===== src/rtl/core/tte_pkg.sv =====
// Shared types and constants for the LED twinkle envelope engine.
`timescale 1ns / 1ps

package tte_pkg;

	localparam int LED_COUNT = 64;
	localparam int IDX_W     = 6;
	localparam int LEVEL_W   = 8;
	localparam int COUNT_W   = 7;
	localparam int CFG_IDX_W = 2;
	localparam int CFG_DAT_W = 8;

	typedef enum logic [1:0] {
		PH_START = 2'd0,
		PH_RISE  = 2'd1,
		PH_FALL  = 2'd2,
		PH_END   = 2'd3
	} phase_t;

	typedef enum logic [CFG_IDX_W-1:0] {
		REG_MAX_STARS = 2'd0,
		REG_PEAK      = 2'd1,
		REG_RISE_STEP = 2'd2,
		REG_FALL_STEP = 2'd3
	} cfg_reg_t;

	localparam logic [COUNT_W-1:0] MAX_STARS_RST = 7'd20;
	localparam logic [LEVEL_W-1:0] PEAK_RST      = 8'd50;
	localparam logic [LEVEL_W-1:0] RISE_STEP_RST = 8'd2;
	localparam logic [LEVEL_W-1:0] FALL_STEP_RST = 8'd1;

	// State of one LED as it travels around the ring.
	typedef struct packed {
		phase_t              phase;
		logic [LEVEL_W-1:0]  level;
		logic                free;
	} cell_t;

	localparam cell_t CELL_RST = '{phase: PH_START, level: '0, free: 1'b1};

	typedef struct packed {
		logic [LEVEL_W-1:0] peak;
		logic [LEVEL_W-1:0] rise_step;
		logic [LEVEL_W-1:0] fall_step;
	} env_cfg_t;

	// Count adjustments reported by the update unit for one LED.
	typedef struct packed {
		logic inc;
		logic dec;
	} count_adj_t;

endpackage


===== src/rtl/core/tte_cell.sv =====
// One storage cell of the LED state ring.
`timescale 1ns / 1ps

module tte_cell
	import tte_pkg::*;
(
	input  logic  clk,
	input  logic  arst_n,
	input  logic  shift_en,
	input  cell_t d,
	output cell_t q
);

	cell_t cell_q;

	// Take the neighbor's state on every shift.
	always_ff @(posedge clk or negedge arst_n) begin
		if (!arst_n) begin
			cell_q <= CELL_RST;
		end else if (shift_en) begin
			cell_q <= d;
		end
	end

	assign q = cell_q;

endmodule


===== src/rtl/core/tte_led_update.sv =====
// Claim, free and envelope step for the LED at the head of the ring.
`timescale 1ns / 1ps

module tte_led_update
	import tte_pkg::*;
(
	input  cell_t      cur,
	input  logic       claim_hit,
	input  env_cfg_t   cfg,
	output cell_t      nxt,
	output count_adj_t adj
);

	cell_t              stepped;
	logic [LEVEL_W:0]   rise_sum;

	assign rise_sum = {1'b0, cur.level} + {1'b0, cfg.rise_step};

	always_comb begin
		stepped = cur;
		unique case (cur.phase)
			PH_START: begin
				stepped.level = '0;
				stepped.phase = PH_RISE;
			end
			PH_RISE: begin
				if (rise_sum >= {1'b0, cfg.peak}) begin
					stepped.level = cfg.peak;
					stepped.phase = PH_FALL;
				end else begin
					stepped.level = rise_sum[LEVEL_W-1:0];
				end
			end
			PH_FALL: begin
				if (cur.level <= cfg.fall_step) begin
					stepped.level = '0;
					stepped.phase = PH_END;
				end else begin
					stepped.level = cur.level - cfg.fall_step;
				end
			end
			PH_END: begin
				stepped.level = '0;
				stepped.phase = PH_START;
			end
			default: begin
				stepped.level = '0;
				stepped.phase = PH_START;
			end
		endcase
	end

	always_comb begin
		nxt = cur;
		adj = '0;
		priority if (claim_hit && cur.free) begin
			nxt      = stepped;
			nxt.free = 1'b0;
			adj.inc  = 1'b1;
		end else if (!cur.free) begin
			nxt = stepped;
			if (cur.phase == PH_END) begin
				nxt.free = 1'b1;
				adj.dec  = 1'b1;
			end
		end else begin
			nxt = cur;
		end
	end

endmodule


===== src/rtl/core/led_twinkle_envelope_engine.sv =====
// Top level of the LED twinkle envelope engine: control, ring and result register.
`timescale 1ns / 1ps

// Each input beat is one animation tick carrying a candidate LED index. The
// per-LED state (phase, level, free flag) lives in a ring of LED_COUNT cells
// that rotates by one position per cycle while a tick runs and the output
// register is not stalled; the cell at the head goes through one shared
// update unit (claim, free, envelope step) and its result beat is loaded into
// the output register. A tick rotates the ring once through all LED_COUNT
// cells (64 by default). The block takes a new tick once the ring is back in
// order, even while the final result beat still waits. The star-limit test
// uses the active count as it stands when the tick is accepted. Beats come
// out in LED order, with last set on LED LED_COUNT-1. All state is cleared
// by reset; no clearing pass is needed. Configuration writes land immediately
// and must only be made while the block is idle.
module led_twinkle_envelope_engine
	import tte_pkg::*;
(
	input  logic                 clk,
	input  logic                 arst_n,
	input  logic                 in_valid,
	output logic                 in_stall,
	input  logic [IDX_W-1:0]     candidate_led,
	output logic                 out_valid,
	input  logic                 out_stall,
	output logic [IDX_W-1:0]     led_index,
	output logic [LEVEL_W-1:0]   level,
	output logic                 last,
	input  logic                 cfg_we,
	input  logic [CFG_IDX_W-1:0] cfg_index,
	input  logic [CFG_DAT_W-1:0] cfg_data
);

	typedef enum logic {
		ST_IDLE,
		ST_RUN
	} state_t;

	state_t               state_q;
	logic [IDX_W-1:0]     idx_q;
	logic [IDX_W-1:0]     cand_q;
	logic                 offer_q;
	logic [COUNT_W-1:0]   active_count_q;
	logic                 out_valid_q;
	logic [IDX_W-1:0]     led_index_q;
	logic [LEVEL_W-1:0]   level_q;
	logic                 last_q;

	logic [COUNT_W-1:0]   max_stars_q;
	env_cfg_t             env_cfg_q;

	cell_t                ring [LED_COUNT];
	cell_t                head_nxt;
	count_adj_t           adj;
	logic                 advance;
	logic                 claim_hit;
	logic                 in_accept;
	logic                 offer;
	logic                 idx_last;
	logic [LED_COUNT-1:0] free_vec;

	// Configuration registers.
	always_ff @(posedge clk or negedge arst_n) begin
		if (!arst_n) begin
			max_stars_q         <= MAX_STARS_RST;
			env_cfg_q.peak      <= PEAK_RST;
			env_cfg_q.rise_step <= RISE_STEP_RST;
			env_cfg_q.fall_step <= FALL_STEP_RST;
		end else if (cfg_we) begin
			unique case (cfg_reg_t'(cfg_index))
				REG_MAX_STARS: max_stars_q         <= cfg_data[COUNT_W-1:0];
				REG_PEAK:      env_cfg_q.peak      <= cfg_data;
				REG_RISE_STEP: env_cfg_q.rise_step <= cfg_data;
				REG_FALL_STEP: env_cfg_q.fall_step <= cfg_data;
				default: ;
			endcase
		end
	end

	assign in_stall  = (state_q != ST_IDLE);
	assign in_accept = in_valid && !in_stall;

	// Star limit and range check, decided once per tick.
	assign offer = (active_count_q < max_stars_q)
		&& ({1'b0, candidate_led} < COUNT_W'(LED_COUNT));

	// Move one LED per cycle while the result register can take a beat.
	assign advance   = (state_q == ST_RUN) && (!out_valid_q || !out_stall);
	assign claim_hit = offer_q && (idx_q == cand_q);
	assign idx_last  = (idx_q == IDX_W'(LED_COUNT - 1));

	tte_led_update u_update (
		.cur       (ring[0]),
		.claim_hit (claim_hit),
		.cfg       (env_cfg_q),
		.nxt       (head_nxt),
		.adj       (adj)
	);

	// The ring: each cell takes its upper neighbor, the tail takes the head's update.
	for (genvar k = 0; k < LED_COUNT; k++) begin : g_ring
		if (k == LED_COUNT - 1) begin : g_tail
			tte_cell u_cell (
				.clk      (clk),
				.arst_n   (arst_n),
				.shift_en (advance),
				.d        (head_nxt),
				.q        (ring[k])
			);
		end else begin : g_body
			tte_cell u_cell (
				.clk      (clk),
				.arst_n   (arst_n),
				.shift_en (advance),
				.d        (ring[k+1]),
				.q        (ring[k])
			);
		end
		assign free_vec[k] = ring[k].free;
	end

	// Sequencer, active count and result register.
	always_ff @(posedge clk or negedge arst_n) begin
		if (!arst_n) begin
			state_q        <= ST_IDLE;
			idx_q          <= '0;
			cand_q         <= '0;
			offer_q        <= 1'b0;
			active_count_q <= '0;
			out_valid_q    <= 1'b0;
			led_index_q    <= '0;
			level_q        <= '0;
			last_q         <= 1'b0;
		end else begin
			// Drop the result beat once taken, unless a new one replaces it.
			if (out_valid_q && !out_stall && !advance) begin
				out_valid_q <= 1'b0;
			end
			unique case (state_q)
				ST_IDLE: begin
					if (in_accept) begin
						cand_q  <= candidate_led;
						offer_q <= offer;
						idx_q   <= '0;
						state_q <= ST_RUN;
					end
				end
				ST_RUN: begin
					if (advance) begin
						out_valid_q    <= 1'b1;
						led_index_q    <= idx_q;
						level_q        <= head_nxt.free ? '0 : head_nxt.level;
						last_q         <= idx_last;
						active_count_q <= active_count_q
							+ COUNT_W'(adj.inc) - COUNT_W'(adj.dec);
						idx_q          <= idx_q + 1'b1;
						if (idx_last) begin
							state_q <= ST_IDLE;
						end
					end
				end
				default: state_q <= ST_IDLE;
			endcase
		end
	end

	assign out_valid = out_valid_q;
	assign led_index = led_index_q;
	assign level     = level_q;
	assign last      = last_q;

	// Active count always matches the number of claimed cells in the ring.
	a_count_matches_ring: assert property (@(posedge clk) disable iff (!arst_n)
		(COUNT_W'(LED_COUNT) - COUNT_W'($countones(free_vec))) == active_count_q)
		else $error("active count disagrees with ring contents");

	a_count_bounded: assert property (@(posedge clk) disable iff (!arst_n)
		active_count_q <= COUNT_W'(LED_COUNT))
		else $error("active count above LED count");

	// A free LED has always been parked at start with a dark level.
	a_free_is_parked: assert property (@(posedge clk) disable iff (!arst_n)
		ring[0].free |-> (ring[0].level == '0 && ring[0].phase == PH_START))
		else $error("free LED holds envelope state");

	a_last_on_final_led: assert property (@(posedge clk) disable iff (!arst_n)
		(advance && idx_last) |=> (out_valid_q && last_q && state_q == ST_IDLE))
		else $error("final LED beat not flagged at end of tick");

endmodule


===== config.mk =====
export PLATFORM = sky130hd
export DESIGN_NAME = led_twinkle_envelope_engine
export DESIGN_NICKNAME = d
export VERILOG_FILES = /design/src/rtl/core/tte_pkg.sv /design/src/rtl/core/tte_cell.sv /design/src/rtl/core/tte_led_update.sv /design/src/rtl/core/led_twinkle_envelope_engine.sv
export SDC_FILE = /design/constraint.sdc
export NUM_CORES = 2
export LEC_CHECK = 0
export BUFFER_PORTS_ARGS = -buffer_cell sky130_fd_sc_hd__buf_2
export CAP_MARGIN = 20
export CELL_PAD_IN_SITES_DETAIL_PLACEMENT = 1
export CELL_PAD_IN_SITES_GLOBAL_PLACEMENT = 1
export CORE_MARGIN = 4
export CORE_UTILIZATION = 30
export DETAILED_ROUTE_END_ITERATION = 10
export PLACE_DENSITY_LB_ADDON = 0.05
export SYNTH_ARGS = -nofsm -noshare
export SYNTH_HDL_FRONTEND = slang
export SYNTH_SLANG_ARGS = --single-unit

===== constraint.sdc =====
create_clock -name clk -period 9.3 [get_ports clk]
set_clock_uncertainty 0.05 [all_clocks]
set_input_delay 0 -clock clk [delete_from_list [all_inputs] [get_ports clk]]
set_output_delay 0 -clock clk [all_outputs]
set_load 0.03 [all_outputs]

==> out/results.ini <==
[synthesis]
seq_area_frac_synth_pct=63.4
synth.most_common_cell=nand2_1
yosys.cell_types.count=57
synthesis.area_um2=30600
synth_nets=3480
ys_top_cells_by_area=dfrtp_1, nand2_1, dfstp_2, clkbuf_1, ha_1
async_reset_ff_share_pct=100
synth-simple-area-share_pct=27.8
synth_top_area_cell=dfrtp_1
syn_inst=3419
synth_ff_type=dfrtp_1
yosys.area_share.xor_xnor_pct=0.573
synth.top_cell.area_share_pct=57.3
synth_edf_count=0
yosys_warnings=0
postSynthAreaPerCell_um2=8.95
muxShareOfSynthArea_pct=1.03
ys_top_cells_by_count=nand2_1, dfrtp_1, clkbuf_1, dfstp_2
synth_compound_area_share_pct=2.84
synth-seq-cells=772
synth_adder_area_share_pct=1.71
synth_top_family_by_area=simple AND/OR/NAND/NOR gates

[worst_hold_path]
hold_depth=3
hold_end=env_cfg_q[7]
holdCritPathClass=input pin to flip-flop
hold_path.startpoint=cfg_data[7]

[finish]
instances_no_fill=4889
drive_gt1_share_pct=8.92
antenna_cells=0
synthToLayoutAreaGrowth_pct=16.8
fillCellCount=11500
finish.net_count=3514
finalCoreUtilization_pct=35.5

[timing]
slew_viol_final=0
setup_viol=0
period_share_pct=41.7
max_freq_mhz=258
rsz0062_at_grt=false
relSlewSlack_pct=10.6
tightest_slew_ps=1340
whs_ps=116
min_period_ps=3880
hold_viol_final=0
tns_ps=0

[die]
die_h_um=327
dieArea_um2=107000
die_w_um=327
core_um2=101000
row_count=116
ios=38
start_util_pct=30.4

[worst_setup_path]
r2r_end=g_ring[63].g_tail.u_cell.q[5]
cp.arrival_ps=4350
r2r_start=g_ring[0].g_body.u_cell.q[1]
path_class=flip-flop to flip-flop
end_kind=flip-flop
crit_path_start_kind=flip-flop
worst-path-max-fanout=7
rr_worst_depth=14
r2r_slack_ps=5420
crit_required_ps=9770

[clock_network]
root_buffer=clkbuf_16
cts.htree.levels=3
postCtsResizedCells=0
clock-sinks=772
path_clk_slew_ps=60
numCtsBuffers=93
clk_latency_ps=650
cts_tree=yes
cts.path.max_buffers=3

[placed_design]
gp_congestion=0.789
io_buffers=37
dp.cells=4663
dp_hpwl_um=38000

[drt]
routed_wl_um=69900
routedWlPerCell_um=14.3
num_vias=21600
dr.pass1.iters=4
ant_nets=0
drcViolationCount=0
vias_per_cell=4.41
drt_iter0_markers=1203

[grt]
grt_pass1_wl_um=122000
grt_pass1_vias=23700
grt_usage_pct=13.5
antenna_found_initial=0
grt_max_degree=247
overflow=0

[run]
max_cap_viol_count=0

[run_status]
status=complete, no violations

[power_and_ir_drop]
max-vdd-ir-drop_uv=126
powerDensity_nw_per_um2=240
p_leak_nw=19.3
finalPower_w=0.00858

## power by group
part / internal [W] / total (W) / switching, W / leakage (nW)
registers: 0.00375 / 0.00396 / 0.000212 / 10.4
logic: 0.000315 / 0.000983 / 0.000668 / 7.45
clock network: 0.00220 / 0.00364 / 0.00143 / 1.53
## worst max-delay path by stage
stage,startpoint,end,slack (ps)
after floorplan,env_cfg_q[9],g_ring[63].g_tail.u_cell.q[5],5910
after global placement,env_cfg_q[9],g_ring[63].g_tail.u_cell.q[5],5470
after detailed placement,env_cfg_q[9],g_ring[63].g_tail.u_cell.q[5],5450
after CTS,env_cfg_q[9],g_ring[63].g_tail.u_cell.q[5],5430
after global routing,g_ring[0].g_body.u_cell.q[1],g_ring[63].g_tail.u_cell.q[5],5170
final,g_ring[0].g_body.u_cell.q[1],g_ring[63].g_tail.u_cell.q[5],5420
## cells in the final DEF (no fill, tap or decap), types with 28 or more instances in the layout
master         count
buf_2             36
clkbuf_1          28
clkbuf_16         95
dfrtp_1          701
dfstp_2           71
dlygate4sd3_1     50
ha_1              37
inv_1             38
nand2_1         2159
o21ai_0           38
## kinds of logic (layout without fill, tap and decap cells)
family	count (synthesis)	after routing
flip-flops	772	772
buffers and inverters	207	320
AND/OR/NAND/NOR	2228	2228
AO/OA/AOI/OAI	124	124
XOR/XNOR	20	20
adder cells (fa/ha/maj)	40	40
multiplexers	28	28
## cell type report
type                       count  area [um2]  area share [%]
clock buffer                 146        2800            7.84
clock inverter                28         295           0.827
inverter                      38         143           0.399
multi-input combinational   2440       10400            29.1
sequential                   772       19400            54.3
tap                         1357        1700            4.75
timing repair buffer         108         981            2.75
## metrics by stage
stage                     setup WS, ps  instance area [um2]
final                             5420                35700
after global placement            5470                32100
after global routing              5170                35700
after floorplan                   5910                30600
after CTS                         5430                35700
after detailed placement          5450                32100
## registers in the layout, indices dropped and copies added (netlist names), 6 cells and up
register / cells
g_ring.g_body.u_cell.q: 693
env_cfg_q: 24
g_ring.g_tail.u_cell.q: 11
level: 8
active_count_q: 7
max_stars_q: 7
cand_q: 6
idx_q: 6
led_index: 6
## layer usage
metal  part of all wire, %  GRT usage [%]  up-vias
met4                   2.4           3.68        0
met2                    46           22.5      132
met5                     0              0        -
met3                   2.6           2.52      100
li1                      -              -    10600
met1                    49           18.1    10800
## what timing repair did
item                                   CTS  global route
buffers inserted                         0             0
hold buffers                            51             0
endpoints found under the hold margin  142             0
## worst max-delay path: stages, from the launching register on
cell and delay (ps):
dfrtp_1 400, ha_1 220, inv_1 80, fa_1 260, nor2b_4 70, o31a_4 300
nor4_1 280, a211oi_1 110, ha_1 330, nand4_1 100, nor2_1 70, a2111oi_2 650
a311oi_1 220, a2111oi_2 480, o21ai_1 130
(Power assumes the default switching activity.)
